$ cat config.mk
export PLATFORM = sky130hd
export DESIGN_NAME = tlge_ctrl
export DESIGN_NICKNAME = d
export VERILOG_FILES = /design/src/rtl/tlge_pkg.sv /design/src/rtl/tlge_ctrl.sv
export SDC_FILE = /design/constraint.sdc
export NUM_CORES = 1
export LEC_CHECK = 0
export CAP_MARGIN = 0
export CORE_AREA = 5 5 42 44
export CTS_CLUSTER_DIAMETER = 120
export DETAILED_ROUTE_END_ITERATION = 8
export DIE_AREA = 0 0 47 49
export DONT_BUFFER_PORTS = 1
export PLACE_DENSITY = 0.43
export SLEW_MARGIN = 20
export SYNTH_ARGS = -nofsm -noshare
export SYNTH_HDL_FRONTEND = slang
export SYNTH_SLANG_ARGS = --single-unit
$ cat constraint.sdc
create_clock -name clk -period 1.3 [get_ports clk]
set_input_delay 0.195 -clock clk [delete_from_list [all_inputs] [get_ports clk]]
set_output_delay 0.195 -clock clk [all_outputs]
set_load 0.01 [all_outputs]
$ cat src/rtl/tlge_pkg.sv
// Shared types, constants and helper functions for the toroidal life engine.
// Depends on nothing; the controller, datapath, top level and checker import it.
package tlge_pkg;

    // grid size limits
    localparam int MAX_ROWS = 64;
    localparam int MAX_COLS = 128;
    localparam int RIDX_W   = $clog2(MAX_ROWS);
    localparam int CIDX_W   = $clog2(MAX_COLS);

    // field and register widths
    localparam int OP_W        = 2;
    localparam int ROW_W       = 6;
    localparam int COL_W       = 7;
    localparam int ROWS_CFG_W  = 7;
    localparam int COLS_CFG_W  = 8;
    localparam int MASK_W      = 9;
    localparam int CFG_DATA_W  = 9;
    localparam int CFG_IDX_W   = 2;
    localparam int NBR_CNT_W   = 4;

    // register reset values (B3/S23 on a 54 x 96 field)
    localparam logic [ROWS_CFG_W-1:0] ROWS_RESET    = 7'd54;
    localparam logic [COLS_CFG_W-1:0] COLS_RESET    = 8'd96;
    localparam logic [MASK_W-1:0]     BIRTH_RESET   = 9'b0_0000_1000;
    localparam logic [MASK_W-1:0]     SURVIVE_RESET = 9'b0_0000_1100;

    // request kinds
    typedef enum logic [OP_W-1:0] {
        OP_WRITE   = 2'd0,
        OP_READ    = 2'd1,
        OP_ADVANCE = 2'd2
    } op_t;

    // configuration register indexes
    typedef enum logic [CFG_IDX_W-1:0] {
        CFG_ROWS    = 2'd0,
        CFG_COLS    = 2'd1,
        CFG_BIRTH   = 2'd2,
        CFG_SURVIVE = 2'd3
    } cfg_idx_t;

    // controller states
    typedef enum logic [3:0] {
        ST_CLEAR,
        ST_IDLE,
        ST_DECODE,
        ST_FETCH,
        ST_USE,
        ST_ADV_LAST,
        ST_ADV_FIRST,
        ST_ADV_SECOND,
        ST_ADV_ROW,
        ST_DONE
    } state_t;

    // commands from controller to datapath
    typedef struct packed {
        logic clr_write;   // write a zero row at the counter, step counter
        logic req_load;    // capture the incoming request
        logic fetch;       // read the requested row
        logic use_cell;    // read-modify-write or capture the addressed cell
        logic adv_last;    // read the last used row
        logic adv_first;   // read row 0, hold last row as the row above
        logic adv_second;  // read row 1, hold row 0, clear counter
        logic adv_row;     // produce one new row, step counter
        logic out_load;    // move the result into the output register
    } ctl_cmd_t;

    // status from datapath to controller
    typedef struct packed {
        logic [OP_W-1:0] op;
        logic            in_region;
        logic            row_last;
        logic            clr_last;
        logic            slot_free;
    } dp_status_t;

    // last used row index from the row count register
    function automatic logic [RIDX_W-1:0] rows_last(input logic [ROWS_CFG_W-1:0] v);
        logic [RIDX_W-1:0] r;
        if (v < ROWS_CFG_W'(3))
            r = RIDX_W'(2);
        else if (int'(v) > MAX_ROWS)
            r = RIDX_W'(MAX_ROWS - 1);
        else
            r = RIDX_W'(v - 1'b1);
        return r;
    endfunction

    // last used column index from the column count register
    function automatic logic [CIDX_W-1:0] cols_last(input logic [COLS_CFG_W-1:0] v);
        logic [CIDX_W-1:0] r;
        if (v < COLS_CFG_W'(3))
            r = CIDX_W'(2);
        else if (int'(v) > MAX_COLS)
            r = CIDX_W'(MAX_COLS - 1);
        else
            r = CIDX_W'(v - 1'b1);
        return r;
    endfunction

    // next state of one cell from its eight neighbors
    function automatic logic life_next(
        input logic [7:0]        nbrs,
        input logic              alive,
        input logic [MASK_W-1:0] birth,
        input logic [MASK_W-1:0] survive
    );
        logic [NBR_CNT_W-1:0] n;
        n = '0;
        for (int i = 0; i < 8; i++)
            n = n + NBR_CNT_W'(nbrs[i]);
        return alive ? survive[n] : birth[n];
    endfunction

endpackage

$ cat src/rtl/tlge_ctrl.sv
// Sequencer for the life engine: clearing pass, request decode, row sweep.
// Depends on tlge_pkg.
module tlge_ctrl (
    input  logic                 clk,
    input  logic                 rst_n,
    input  logic                 in_valid,
    output logic                 in_stall,
    input  tlge_pkg::dp_status_t status,
    output tlge_pkg::ctl_cmd_t   cmd
);
    import tlge_pkg::*;

    state_t state_reg;
    state_t state_next;

    // state register
    always_ff @(posedge clk or negedge rst_n)
    begin
        if (!rst_n)
            state_reg <= ST_CLEAR;
        else
            state_reg <= state_next;
    end

    // next state
    always_comb
    begin
        state_next = state_reg;
        unique case (state_reg)
            ST_CLEAR:
            begin
                if (status.clr_last)
                    state_next = ST_IDLE;
            end
            ST_IDLE:
            begin
                if (in_valid)
                    state_next = ST_DECODE;
            end
            ST_DECODE:
            begin
                unique case (status.op)
                    OP_WRITE, OP_READ:
                        state_next = status.in_region ? ST_FETCH : ST_DONE;
                    OP_ADVANCE:
                        state_next = ST_ADV_LAST;
                    default:
                        state_next = ST_DONE;
                endcase
            end
            ST_FETCH:      state_next = ST_USE;
            ST_USE:        state_next = ST_DONE;
            ST_ADV_LAST:   state_next = ST_ADV_FIRST;
            ST_ADV_FIRST:  state_next = ST_ADV_SECOND;
            ST_ADV_SECOND: state_next = ST_ADV_ROW;
            ST_ADV_ROW:
            begin
                if (status.row_last)
                    state_next = ST_DONE;
            end
            ST_DONE:
            begin
                if (status.slot_free)
                    state_next = ST_IDLE;
            end
            default:       state_next = ST_CLEAR;
        endcase
    end

    // command outputs
    always_comb
    begin
        cmd      = '0;
        in_stall = 1'b1;
        unique case (state_reg)
            ST_CLEAR:      cmd.clr_write = 1'b1;
            ST_IDLE:
            begin
                in_stall     = 1'b0;
                cmd.req_load = in_valid;
            end
            ST_DECODE:     cmd = '0;
            ST_FETCH:      cmd.fetch = 1'b1;
            ST_USE:        cmd.use_cell = 1'b1;
            ST_ADV_LAST:   cmd.adv_last = 1'b1;
            ST_ADV_FIRST:  cmd.adv_first = 1'b1;
            ST_ADV_SECOND: cmd.adv_second = 1'b1;
            ST_ADV_ROW:    cmd.adv_row = 1'b1;
            ST_DONE:       cmd.out_load = status.slot_free;
            default:       cmd = '0;
        endcase
    end

endmodule

==> flow_summary.toml <==
[sta]
slew_viol_final = 0
rsz0062_at_grt = "yes"
setup_ws_ns = -0.157
final.min_clock_period_ns = 1.46
tightest_slew_ns = 0.415
finalHoldViolations = 0
relSlewSlack_pct = 71.6
fmax_mhz = 686
skew_ns = 0.0127
setup_tns_ns = -1.08
setup_viol = 11
min_period_over_period_pct = 112

[placement]
dpl_worst_slack_ns = -0.117
gp_congestion = 0.807
dpl.hpwl_um = 883
portBuffers = 0
postPlaceCellArea_um2 = 487
placedCellCount = 73

[synthesis]
synth_largest_area_cell = "dfrtp_1"
yosys.cell_types.count = 27
synth-async-reset-ratio_pct = 100
synth-seq-cells = 4
syn_inst = 43
synth.top_cell.area_share_pct = 28.5
syn_area_um2 = 352
synth_nets = 52
synthFlopType = "dfrtp_1"
synth.avg_cell_area_um2 = 8.18
yosysWarnings = 0
synth_edf_count = 0
seq_area_frac_synth_pct = 28.5
synth_area_leaders = "dfrtp_1 (28%), nor2b_1 (5.3%), nor4_1 (5.3%)"
synth_common_cells = "dfrtp_1 (4), nor2_1 (4), inv_1 (3), nor2b_1 (3), nor4_1 (3)"

[clock_network]
clk_pin_slew_ns = 0.05
clk_latency_ns = 0.25
clk_path_buf_depth = 2
htreeDepth = 1
clock-root-buffer = "clkbuf_4"
tritoncts = "yes"
cts_sinks = 4
cts_made_buffers = 3

[die]
num_rows = 14
dieHeight_um = 49
die_w_um = 47
io_pins = 19
coreArea_um2 = 1400
dieArea_um2 = 2300
initial_core_util_pct = 25.1

[worst_setup_path]
crit_arrival_ns = 1.26
critPathMaxFanout = 6
worstSetupPathType = "reg -> out"
crit_required_ns = 1.11
cp-start-kind = "flip-flop"
worst_setup_path_end_kind = "output port"

[final_layout]
n_antenna_cell = 0
multi_input_comb_area_um2 = 318
largest_register_ff_count = 4
fill_cells = 151
seq_area_um2 = 104
postLayoutCellArea_um2 = 677
utilization_pct = 48.3
nets = 74
areaGrowthSynthToFinish_pct = 92.5
drive_gt1_share_pct = 76.2
instances_no_fill = 79

[grt]
grt_max_degree = 9
grt_use_total_pct = 12.2
grt_overflow = 0
grt_pass1_vias = 458
antenna_found_initial = 0
grt_pass1_wl_mm = 1.99

[routing]
first_pass_iters = 2
postRouteAntennaNets = 0
wl_per_cell_um = 17.3
drcViolationCount = 0
vias_per_cell = 5.30
vias = 419
totalWireLength_mm = 1.37
drt_iter0_drc = 4

[outcome]
status = "finished, violations left"
violations = "setup timing"

[run]
cap_viol_max_count = 0

[pwr]
peakVddDrop_v = 0.00118
power_density_nw_per_um2 = 2430
p_leak_nw = 0.273

[worst_hold_path]
min_path_type = "in -> reg"
## layout make-up
| class | instances | share of cell area (%) |
|---|---|---|
| Multi-Input combinational cell | 32 | 47.0 |
| Timing Repair Buffer | 21 | 29.8 |
| Sequential cell | 4 | 15.3 |
| Clock buffer | 3 | 3.33 |
| Tap cell | 16 | 2.96 |
| Inverter | 3 | 1.66 |
## routing by layer
layer / vias to the layer above / part of all wire (%) / wire length (µm) / GRT usage, %
met4: 0 / 3.2 / 44 / 8.29
li1: 200 / - / - / -
met2: 22 / 55 / 752 / 19.0
met1: 191 / 34 / 460 / 13.3
met3: 6 / 7.8 / 106 / 4.06
met5: - / 0 / 0 / 0
## per-stage QoR
stage	power [mW]	hold WS, ns
after detailed placement	1.02	-0.100
after global placement	1.01	-0.100
after CTS	1.37	0.148
after global routing	1.76	0.163
final	1.65	0.141
after floorplan	0.697	-0.101
## worst max-delay path, cell delays in order (launching register included)
cell and delay (ns):
dfrtp_1 0.42, buf_4 0.19, nor4_2 0.24, buf_4 0.16
## cells by family (layout without fill, tap and decap cells)
family	after synthesis	in the layout	synth area share (%)
AND/OR/NAND/NOR	23	23	41.6
AO/OA/AOI/OAI	8	8	16.0
buffers and inverters	7	27	10.7
flip-flops	4	4	28.5
multiplexers	1	1	3.20
## timing repair
action                                 in CTS  in global routing
gates cloned                                0                  0
endpoints found under the hold margin       4                  0
resized for setup                          15                 24
hold buffers                                1                  0
setup endpoints to repair                  11                 12
pin swaps                                   4                  5
setup buffers                               2                  1
## cell usage in the layout (no fill, tap or decap), types with 2 or more instances in the layout
master     n
and3_4     3
buf_4      9
buf_6     11
clkbuf_4   3
dfrtp_2    3
inv_2      2
nor2_4     2
nor2b_1    2
nor4_2     2
o21ai_0    2
## power breakdown
| group | switching, mW | internal, mW | total (mW) |
|---|---|---|---|
| clock | 0.0624 | 0.104 | 0.166 |
| sequential | 0.0893 | 0.189 | 0.278 |
| combinational | 0.546 | 0.656 | 1.20 |
## worst paths after layout
kind | from | end | slack [ns] | cells past startpoint
hold reg to reg | state_reg[0] | state_reg[0] | 0.69 | 2
hold / removal | status[2] | state_reg[0] | 0.14 | 2
setup / recovery | state_reg[1] | cmd[1] | -0.16 | 3
min in group asynchronous | rst_n | state_reg[3] | 0.21 | 1
max in group asynchronous | rst_n | state_reg[2] | 0.89 | 1
setup reg to reg | state_reg[3] | state_reg[0] | -0.10 | 4
No activity file was read; power rests on OpenSTA's default activity.
